## src/sv/rdsa_pkg.sv

```systemverilog
// ----------------------------------------------------------------------------
// rdsa_pkg
// shared types and codes for the radix digit string adder
// ----------------------------------------------------------------------------
package rdsa_pkg;

  localparam logic [1:0] OP_SET     = 2'd0;
  localparam logic [1:0] OP_SET_MOD = 2'd1;
  localparam logic [1:0] OP_INC     = 2'd2;

  localparam logic [7:0] CFG_RADIX       = 8'd0;
  localparam logic [7:0] CFG_RANGE_LIMIT = 8'd1;
  localparam logic [7:0] CFG_BASE_DIGITS = 8'd2;
  localparam logic [7:0] CFG_BASE_LENGTH = 8'd3;

  typedef struct packed {
    logic [1:0]  op;
    logic [63:0] amount;
  } cmd_t;

  typedef struct packed {
    logic [63:0] digit_word;
    logic [3:0]  digit_count;
    logic [63:0] int_value;
    logic        overflow;
  } res_t;

  typedef struct packed {
    logic        start;
    logic [63:0] num;
    logic [63:0] den;
  } div_req_t;

  typedef struct packed {
    logic        busy;
    logic        done;
    logic [63:0] quot;
    logic [63:0] rem;
  } div_rsp_t;

endpackage

```

## src/sv/radix_digit_string_adder_top.sv

```systemverilog
// ----------------------------------------------------------------------------
// radix_digit_string_adder_top
// little-endian digit string in a configurable radix, set and increment
// ----------------------------------------------------------------------------
// steps: an unknown op goes straight to the finish; increment divides the digit plus one
//   at each position the carry reaches; set divides the value and then the digit sum at
//   each nonzero step, after a range reduction in range mode; one item at a time
// reset: asynchronous active low, string one digit zero, value zero
// results are shown for one cycle on res_valid_o; the receiver cannot stall
module radix_digit_string_adder_top #(
  parameter int MAX_DIGITS = 8
) (
  input  logic           clk_i,
  input  logic           rst_ni,
  input  logic           start,
  output logic           busy,
  input  rdsa_pkg::cmd_t cmd_i,
  input  logic           cfg_valid_i,
  output logic           cfg_ready_o,
  input  logic [7:0]     cfg_index_i,
  input  logic [63:0]    cfg_data_i,
  output logic           res_valid_o,
  output rdsa_pkg::res_t res_o
);
  import rdsa_pkg::*;

  localparam int         IW   = (MAX_DIGITS > 1) ? $clog2(MAX_DIGITS) : 1;
  localparam logic [3:0] MAXL = 4'(MAX_DIGITS);

  typedef enum logic [2:0] {
    ST_IDLE, ST_MOD, ST_LOAD, ST_CHECK, ST_DX, ST_DS, ST_DI, ST_FIN
  } state_e;

  // configuration registers
  logic [7:0]  radix_q;
  logic [63:0] range_q;
  logic [63:0] base_digits_q;
  logic [3:0]  base_len_q;

  // string state
  logic [7:0]  digit_q [MAX_DIGITS];
  logic [3:0]  len_q;
  logic [63:0] int_q;

  // sequencer
  state_e      state_q;
  logic [63:0] x_q;
  logic [63:0] qhold_q;
  logic [3:0]  i_q;
  logic        ovf_q;
  div_req_t    div_req_q;
  div_rsp_t    div_rsp;
  logic        res_valid_q;
  res_t        res_q;

  logic [7:0]  r_eff;
  logic [3:0]  base_n;
  logic [3:0]  i_nxt;
  logic [63:0] word;

  assign r_eff  = (radix_q < 8'd2) ? 8'd2 : radix_q;
  assign base_n = (base_len_q > MAXL) ? MAXL : base_len_q;
  assign i_nxt  = i_q + 4'd1;

  // pack valid digits, positions past the length read as zero
  always_comb begin
    word = '0;
    for (int k = 0; k < MAX_DIGITS; k++) begin
      if (4'(k) < len_q) word[8*k +: 8] = digit_q[k];
    end
  end

  rdsa_div u_div (
    .clk_i  (clk_i),
    .rst_ni (rst_ni),
    .req_i  (div_req_q),
    .rsp_o  (div_rsp)
  );

  // config writes are only taken while no item is in flight
  assign cfg_ready_o = !busy;

  always_ff @(posedge clk_i or negedge rst_ni) begin
    if (!rst_ni) begin
      radix_q       <= 8'd26;
      range_q       <= '1;
      base_digits_q <= '0;
      base_len_q    <= 4'd1;
    end else if (cfg_valid_i && cfg_ready_o) begin
      case (cfg_index_i)
        CFG_RADIX:       radix_q       <= cfg_data_i[7:0];
        CFG_RANGE_LIMIT: range_q       <= cfg_data_i;
        CFG_BASE_DIGITS: base_digits_q <= cfg_data_i;
        CFG_BASE_LENGTH: base_len_q    <= cfg_data_i[3:0];
        default: ;
      endcase
    end
  end

  always_ff @(posedge clk_i or negedge rst_ni) begin
    if (!rst_ni) begin
      state_q         <= ST_IDLE;
      res_valid_q     <= 1'b0;
      div_req_q.start <= 1'b0;
      for (int k = 0; k < MAX_DIGITS; k++) digit_q[k] <= '0;
      len_q           <= 4'd1;
      int_q           <= '0;
      i_q             <= '0;
      ovf_q           <= 1'b0;
    end else begin
      res_valid_q     <= 1'b0;
      div_req_q.start <= 1'b0;
      case (state_q)
        ST_IDLE: begin
          if (start) begin
            ovf_q <= 1'b0;
            i_q   <= '0;
            x_q   <= cmd_i.amount;
            case (cmd_i.op)
              OP_SET: state_q <= ST_LOAD;
              OP_SET_MOD: begin
                if (range_q != '0) begin
                  // reduce amount by the range limit first
                  div_req_q <= '{start: 1'b1, num: cmd_i.amount, den: range_q};
                  state_q   <= ST_MOD;
                end else begin
                  state_q <= ST_LOAD;
                end
              end
              OP_INC: begin
                int_q <= int_q + 64'd1;
                if (len_q == '0) begin
                  // empty string gets a single digit zero
                  digit_q[0] <= '0;
                  len_q      <= 4'd1;
                  state_q    <= ST_FIN;
                end else begin
                  div_req_q <= '{start: 1'b1,
                                 num: 64'({1'b0, digit_q[0]} + 9'd1),
                                 den: 64'(r_eff)};
                  state_q   <= ST_DI;
                end
              end
              default: state_q <= ST_FIN;
            endcase
          end
        end
        ST_MOD: begin
          if (div_rsp.done) begin
            x_q     <= div_rsp.rem;
            state_q <= ST_LOAD;
          end
        end
        ST_LOAD: begin
          for (int k = 0; k < MAX_DIGITS; k++) begin
            digit_q[k] <= (4'(k) < base_n) ? base_digits_q[8*k +: 8] : 8'd0;
          end
          len_q   <= base_n;
          int_q   <= x_q;
          state_q <= ST_CHECK;
        end
        ST_CHECK: begin
          if (x_q == '0) begin
            state_q <= ST_FIN;
          end else if (i_q >= MAXL) begin
            // value left over past the last position is dropped
            ovf_q   <= 1'b1;
            state_q <= ST_FIN;
          end else begin
            div_req_q <= '{start: 1'b1, num: x_q, den: 64'(r_eff)};
            state_q   <= ST_DX;
          end
        end
        ST_DX: begin
          if (div_rsp.done) begin
            qhold_q <= div_rsp.quot;
            if (i_q >= len_q) begin
              // append a zero digit at the end position
              digit_q[i_q[IW-1:0]] <= '0;
              len_q     <= i_nxt;
              div_req_q <= '{start: 1'b1, num: 64'(div_rsp.rem[7:0]),
                             den: 64'(r_eff)};
            end else begin
              div_req_q <= '{start: 1'b1,
                             num: 64'({1'b0, div_rsp.rem[7:0]} +
                                      {1'b0, digit_q[i_q[IW-1:0]]}),
                             den: 64'(r_eff)};
            end
            state_q <= ST_DS;
          end
        end
        ST_DS: begin
          if (div_rsp.done) begin
            digit_q[i_q[IW-1:0]] <= div_rsp.rem[7:0];
            x_q     <= qhold_q + div_rsp.quot;
            i_q     <= i_nxt;
            state_q <= ST_CHECK;
          end
        end
        ST_DI: begin
          if (div_rsp.done) begin
            digit_q[i_q[IW-1:0]] <= div_rsp.rem[7:0];
            if (div_rsp.rem != '0) begin
              state_q <= ST_FIN;
            end else if (i_nxt >= MAXL) begin
              ovf_q   <= 1'b1;
              state_q <= ST_FIN;
            end else if (i_nxt >= len_q) begin
              digit_q[i_nxt[IW-1:0]] <= '0;
              len_q   <= i_nxt + 4'd1;
              state_q <= ST_FIN;
            end else begin
              i_q       <= i_nxt;
              div_req_q <= '{start: 1'b1,
                             num: 64'({1'b0, digit_q[i_nxt[IW-1:0]]} + 9'd1),
                             den: 64'(r_eff)};
            end
          end
        end
        ST_FIN: begin
          res_valid_q       <= 1'b1;
          res_q.digit_word  <= word;
          res_q.digit_count <= len_q;
          res_q.int_value   <= int_q;
          res_q.overflow    <= ovf_q;
          state_q           <= ST_IDLE;
        end
        default: state_q <= ST_IDLE;
      endcase
    end
  end

  assign busy        = (state_q != ST_IDLE);
  assign res_valid_o = res_valid_q;
  assign res_o       = res_q;

`ifndef SYNTHESIS
  // the strobe lasts exactly one cycle
  a_strobe_one: assert property (@(posedge clk_i) disable iff (!rst_ni)
    res_valid_o |=> !res_valid_o) else $error("result strobe held");
  // results only come after the finishing step
  a_strobe_src: assert property (@(posedge clk_i) disable iff (!rst_ni)
    res_valid_o |-> $past(state_q == ST_FIN)) else $error("stray result");
  // the divider is never restarted mid-operation
  a_div_free: assert property (@(posedge clk_i) disable iff (!rst_ni)
    div_req_q.start |-> !div_rsp.busy) else $error("divider overrun");
  // length never passes the position count
  a_len_max: assert property (@(posedge clk_i) disable iff (!rst_ni)
    res_valid_o |-> res_o.digit_count <= MAXL) else $error("length overrun");
`endif

endmodule

```

## src/sv/rdsa_div.sv

```systemverilog
// ----------------------------------------------------------------------------
// rdsa_div
// shared 64-bit restoring divider, one quotient bit per cycle
// ----------------------------------------------------------------------------
module rdsa_div (
  input  logic              clk_i,
  input  logic              rst_ni,
  input  rdsa_pkg::div_req_t req_i,
  output rdsa_pkg::div_rsp_t rsp_o
);
  import rdsa_pkg::*;

  logic        busy_q;
  logic        done_q;
  logic [5:0]  cnt_q;
  logic [63:0] num_q;
  logic [63:0] rem_q;
  logic [63:0] den_q;

  logic [64:0] sh;
  logic        ge;
  logic [64:0] diff;

  assign sh   = {rem_q, num_q[63]};
  assign ge   = sh >= {1'b0, den_q};
  assign diff = sh - {1'b0, den_q};

  always_ff @(posedge clk_i or negedge rst_ni) begin
    if (!rst_ni) begin
      busy_q <= 1'b0;
      done_q <= 1'b0;
      cnt_q  <= '0;
    end else begin
      done_q <= 1'b0;
      if (req_i.start && !busy_q) begin
        busy_q <= 1'b1;
        cnt_q  <= '0;
        num_q  <= req_i.num;
        den_q  <= req_i.den;
        rem_q  <= '0;
      end else if (busy_q) begin
        rem_q <= ge ? diff[63:0] : sh[63:0];
        num_q <= {num_q[62:0], ge};
        cnt_q <= cnt_q + 6'd1;
        if (cnt_q == 6'd63) begin
          busy_q <= 1'b0;
          done_q <= 1'b1;
        end
      end
    end
  end

  assign rsp_o.busy = busy_q;
  assign rsp_o.done = done_q;
  assign rsp_o.quot = num_q;
  assign rsp_o.rem  = rem_q;

endmodule
```

## config.mk

```make
export PLATFORM = sky130hd
export DESIGN_NAME = radix_digit_string_adder_top
export DESIGN_NICKNAME = d
export VERILOG_FILES = /design/src/sv/rdsa_pkg.sv /design/src/sv/radix_digit_string_adder_top.sv /design/src/sv/rdsa_div.sv
export SDC_FILE = /design/constraint.sdc
export NUM_CORES = 2
export LEC_CHECK = 0
export ABC_AREA = 1
export BUFFER_PORTS_ARGS = -buffer_cell sky130_fd_sc_hd__buf_2
export CELL_PAD_IN_SITES_DETAIL_PLACEMENT = 0
export CELL_PAD_IN_SITES_GLOBAL_PLACEMENT = 1
export CORE_UTILIZATION = 45
export DETAILED_ROUTE_END_ITERATION = 8
export HOLD_SLACK_MARGIN = 0.15
export PLACE_DENSITY_LB_ADDON = 0.2
export SETUP_SLACK_MARGIN = 0.2
export SKIP_LAST_GASP = 1
export SLEW_MARGIN = 20
export SYNTH_ARGS = -nofsm -noshare
export SYNTH_HDL_FRONTEND = slang
export SYNTH_HIERARCHICAL = 1
export SYNTH_SLANG_ARGS = --single-unit
```

## constraint.sdc

```tcl
create_clock -name clk_i -period 23.2 [get_ports clk_i]
set_clock_uncertainty 0.05 [all_clocks]
set_input_delay 2.32 -clock clk_i [delete_from_list [all_inputs] [get_ports clk_i]]
set_output_delay 2.32 -clock clk_i [all_outputs]
set_load 0.01 [all_outputs]
```

==> run_results.csv <==
group,metric,value,unit
critical_path,cp.depth,13,
clocking,cts_h_tree_lvls,3,
power,seq_power_share,0.431,
cells_and_area,nets,7623,
critical_path,critical_path.n_buffers_inverters,4,
sta,timing.final.setup_violations,0,
clocking,clock_tree.buffer_depth,3,
critical_path,startpoint,"i_q[0]",
yosys,synth_area_per_cell,7.59,µm²
drt,detailroute.via_count,49200,
grt,grt_pass1_vias,46500,
power,vdd.ir_drop.worst,0.0000557,V
critical_path,reg2regPathDepth,13,
sta,tns,0,ps
critical_path,endpoint_of_the_most_critical_setup_path,"div_req_q[98]",
placed_design,place_hpwl,165000,µm
critical_path,critical_path.reg2reg.endpoint,"div_req_q[98]",
run_status,run_status,"complete, no violations",
clocking,cts_hold_buf,0,
hold_path,holdPathStages,0,
yosys,total_nets_after_synthesis,7434,
critical_path,worst_ep_required_time,23430,ps
placed_design,placedInstanceArea,0.0569,mm²
cells_and_area,finish.instance_area,0.0603,mm²
floorplan,die_width,349,µm
power,clock_power_share,0.386,
cells_and_area,area_growth,11.3,%
clocking,worstSkewPairLatency,760,ps
sta,period_share,0.221,
critical_path,critPathCaptureType,"flip-flop",
critical_path,timing.critical_path.cells,"buf_4 > inv_1 > ha_1 > ha_1 > a21oi_1 > o21ai_1 > nand2_1 > nand2_2 > inv_1 > nor2_1 > nor3_1 > and3_4 > buf_4",
cells_and_area,fill_cells,11900,
grt,groute.usage.overall,0.348,
sta,maxClockFrequency,0.195,GHz
critical_path,reg2reg_slack,18070,ps
critical_path,crit_arrival,5360,ps
power,power_frac_comb,0.182,
sta,final_hold_viol_count,0,
grt,initial_antenna_violation_count,23,
grt,grt_max_degree,170,
floorplan,fp.dieArea,0.122,mm²
yosys,syn-instance-count,7136,
sta,worst_slew_margin_rel,0.232,
power,internal_power_of_the_cells,0.00287,W
drt,drt-wirelength-per-cell,23.8,µm
hold_path,worstHoldPathType,"flip-flop to flip-flop",
critical_path,cpMaxStageDelayCell,"sky130_fd_sc_hd__buf_4",
drt,detail_route.wirelength,214000,µm
floorplan,num_io_pins,278,
drt,drt_drc_violations_left,0,
critical_path,critPathMaxStageDelay,910,ps
critical_path,timing.critical_path.max_delay_family,"buffers and inverters",
clocking,cts_buffers,97,
sta,grt_setup_unrepaired,"no",
clocking,worst_setup_hold_path_clk_slew,70,ps
drt,dr.pass1.iters,6,
critical_path,start_kind,"flip-flop",
yosys,ys.warnings.count,6,
critical_path,worst-setup-path-type,"flip-flop to flip-flop",
critical_path,crit_fanout,65,
yosys,syn-cell-area,0.0542,mm²
grt,grt-ovfl-total,0,
power,power,0.00418,W
grt,first_pass_grt_wire_length,310000,µm
flow_run,max_cap_viol_count,0,
cells_and_area,final_layout_size_suffix_gt1_frac,0.0984,
drt,detailedRoute.firstIterationViolations,4915,
floorplan,floorplan.rows,126,
clocking,clkSinkCount,871,
sta,period_needed,5130,ps
floorplan,initial_core_utilization,0.457,
floorplan,fp.dieH,349,µm
clocking,post_cts_resize_count,0,
critical_path,rr_startpoint,"i_q[0]",
power,power_density,69.3,mW/mm²
clocking,post_cts.repair.setup_buffers,0,
power,power.switching_fraction,0.313,
power,power_leakage,27.6,nW
drt,final_antenna_net_count,0,
placed_design,place_congestion,0.994,
clocking,cts_tree,"built",
sta,timing.final.max_slew_violations,0,
power,p_sw,0.00131,W
placed_design,io_buffer_count,277,
floorplan,core_area,0.119,mm²
sta,worst-slew-pin-transition,1150,ps
drt,via_per_inst,5.45,
clocking,clock-root-buffer,"sky130_fd_sc_hd__clkbuf_16",
==> worst min-delay path by stage <==
stage                             start               to  slack (ps)
after floorplan            div_req_q[0]   u_div/den_q[0]         350
after global placement     div_req_q[2]   u_div/den_q[2]         350
after detailed placement  div_req_q[33]  u_div/den_q[33]         350
after CTS                 div_req_q[51]  u_div/den_q[51]         370
after global routing      div_req_q[55]  u_div/den_q[55]         370
final                     div_req_q[29]  u_div/den_q[29]         370
==> flip-flops by register name, indices dropped and copies added (netlist names), 3 cells and up <==
register,flops
range_q,64
digit_q,64
u_div/rem_q,64
u_div/cnt_q,6
qhold_q,64
div_req_q,129
len_q,4
int_q,64
base_digits_q,64
res_o,133
u_div/den_q,64
base_len_q,4
x_q,64
radix_q,8
i_q,4
u_div/num_q,64
state_q,3
==> per-layer routing <==
metal,part of all wire,routed length (µm),global-route usage,vias up
met1,0.43,91200,0.466,23300
li1,-,-,-,23500
met3,0.071,15300,0.0596,402
met4,0.053,11400,0.166,20
met5,0.00063,135,0,-
met2,0.45,96300,0.548,1902
==> worst register-to-register path, delay by kind of cell (launching register included) <==
kind	cells	cell delay, ps
AOI/OAI and AO/OA	2	220
adders and majority gates	2	1170
buffers and inverters	4	1600
DFF	1	320
and+or+nand+nor	5	1300
==> metrics by stage <==
stage	cells	hold WS (ps)	setup WS, ps	util
global route	9008	369	17740	0.508
detailed placement	8826	355	17520	0.479
CTS	9008	367	18100	0.508
floorplan	7136	350	11030	-
global placement	8826	351	17610	0.479
finish	9015	368	18070	0.508
==> power groups by stage <==
stage	Sequential (W)	Combinational [W]	Clock [W]
after global placement	0.00183	0.000743	0
after CTS	0.00180	0.000750	0.00164
after detailed placement	0.00183	0.000745	0
after global routing	0.00181	0.000842	0.00169
after floorplan	0.00178	0.000513	0
final	0.00180	0.000763	0.00162
==> final cells by class <==
class / instances / area (µm²) / share of cell area
well taps: 1600 / 2000 / 0.0332
clock inverters: 57 / 733 / 0.0122
multi-input cells: 4818 / 23800 / 0.395
clock buffers: 125 / 2610 / 0.0433
flip-flops and latches: 871 / 24800 / 0.411
repair buffers: 319 / 1720 / 0.0286
diodes: 7 / 17.5 / 0.000290
inverters: 1218 / 4570 / 0.0758
==> layout by cell type, fill, tap and decap left out, types with 98 or more instances in the layout <==
cell	count
sky130_fd_sc_hd__nand3_1	421
sky130_fd_sc_hd__ha_1	153
sky130_fd_sc_hd__dfrtp_1	220
sky130_fd_sc_hd__buf_2	276
sky130_fd_sc_hd__inv_1	1195
sky130_fd_sc_hd__nor3_1	113
sky130_fd_sc_hd__nand2_1	2164
sky130_fd_sc_hd__o21ai_0	354
sky130_fd_sc_hd__edfxtp_1	581
sky130_fd_sc_hd__nand4_1	98
sky130_fd_sc_hd__a21oi_1	277
sky130_fd_sc_hd__nor2_1	585
No activity file was read; power rests on OpenSTA's default activity.
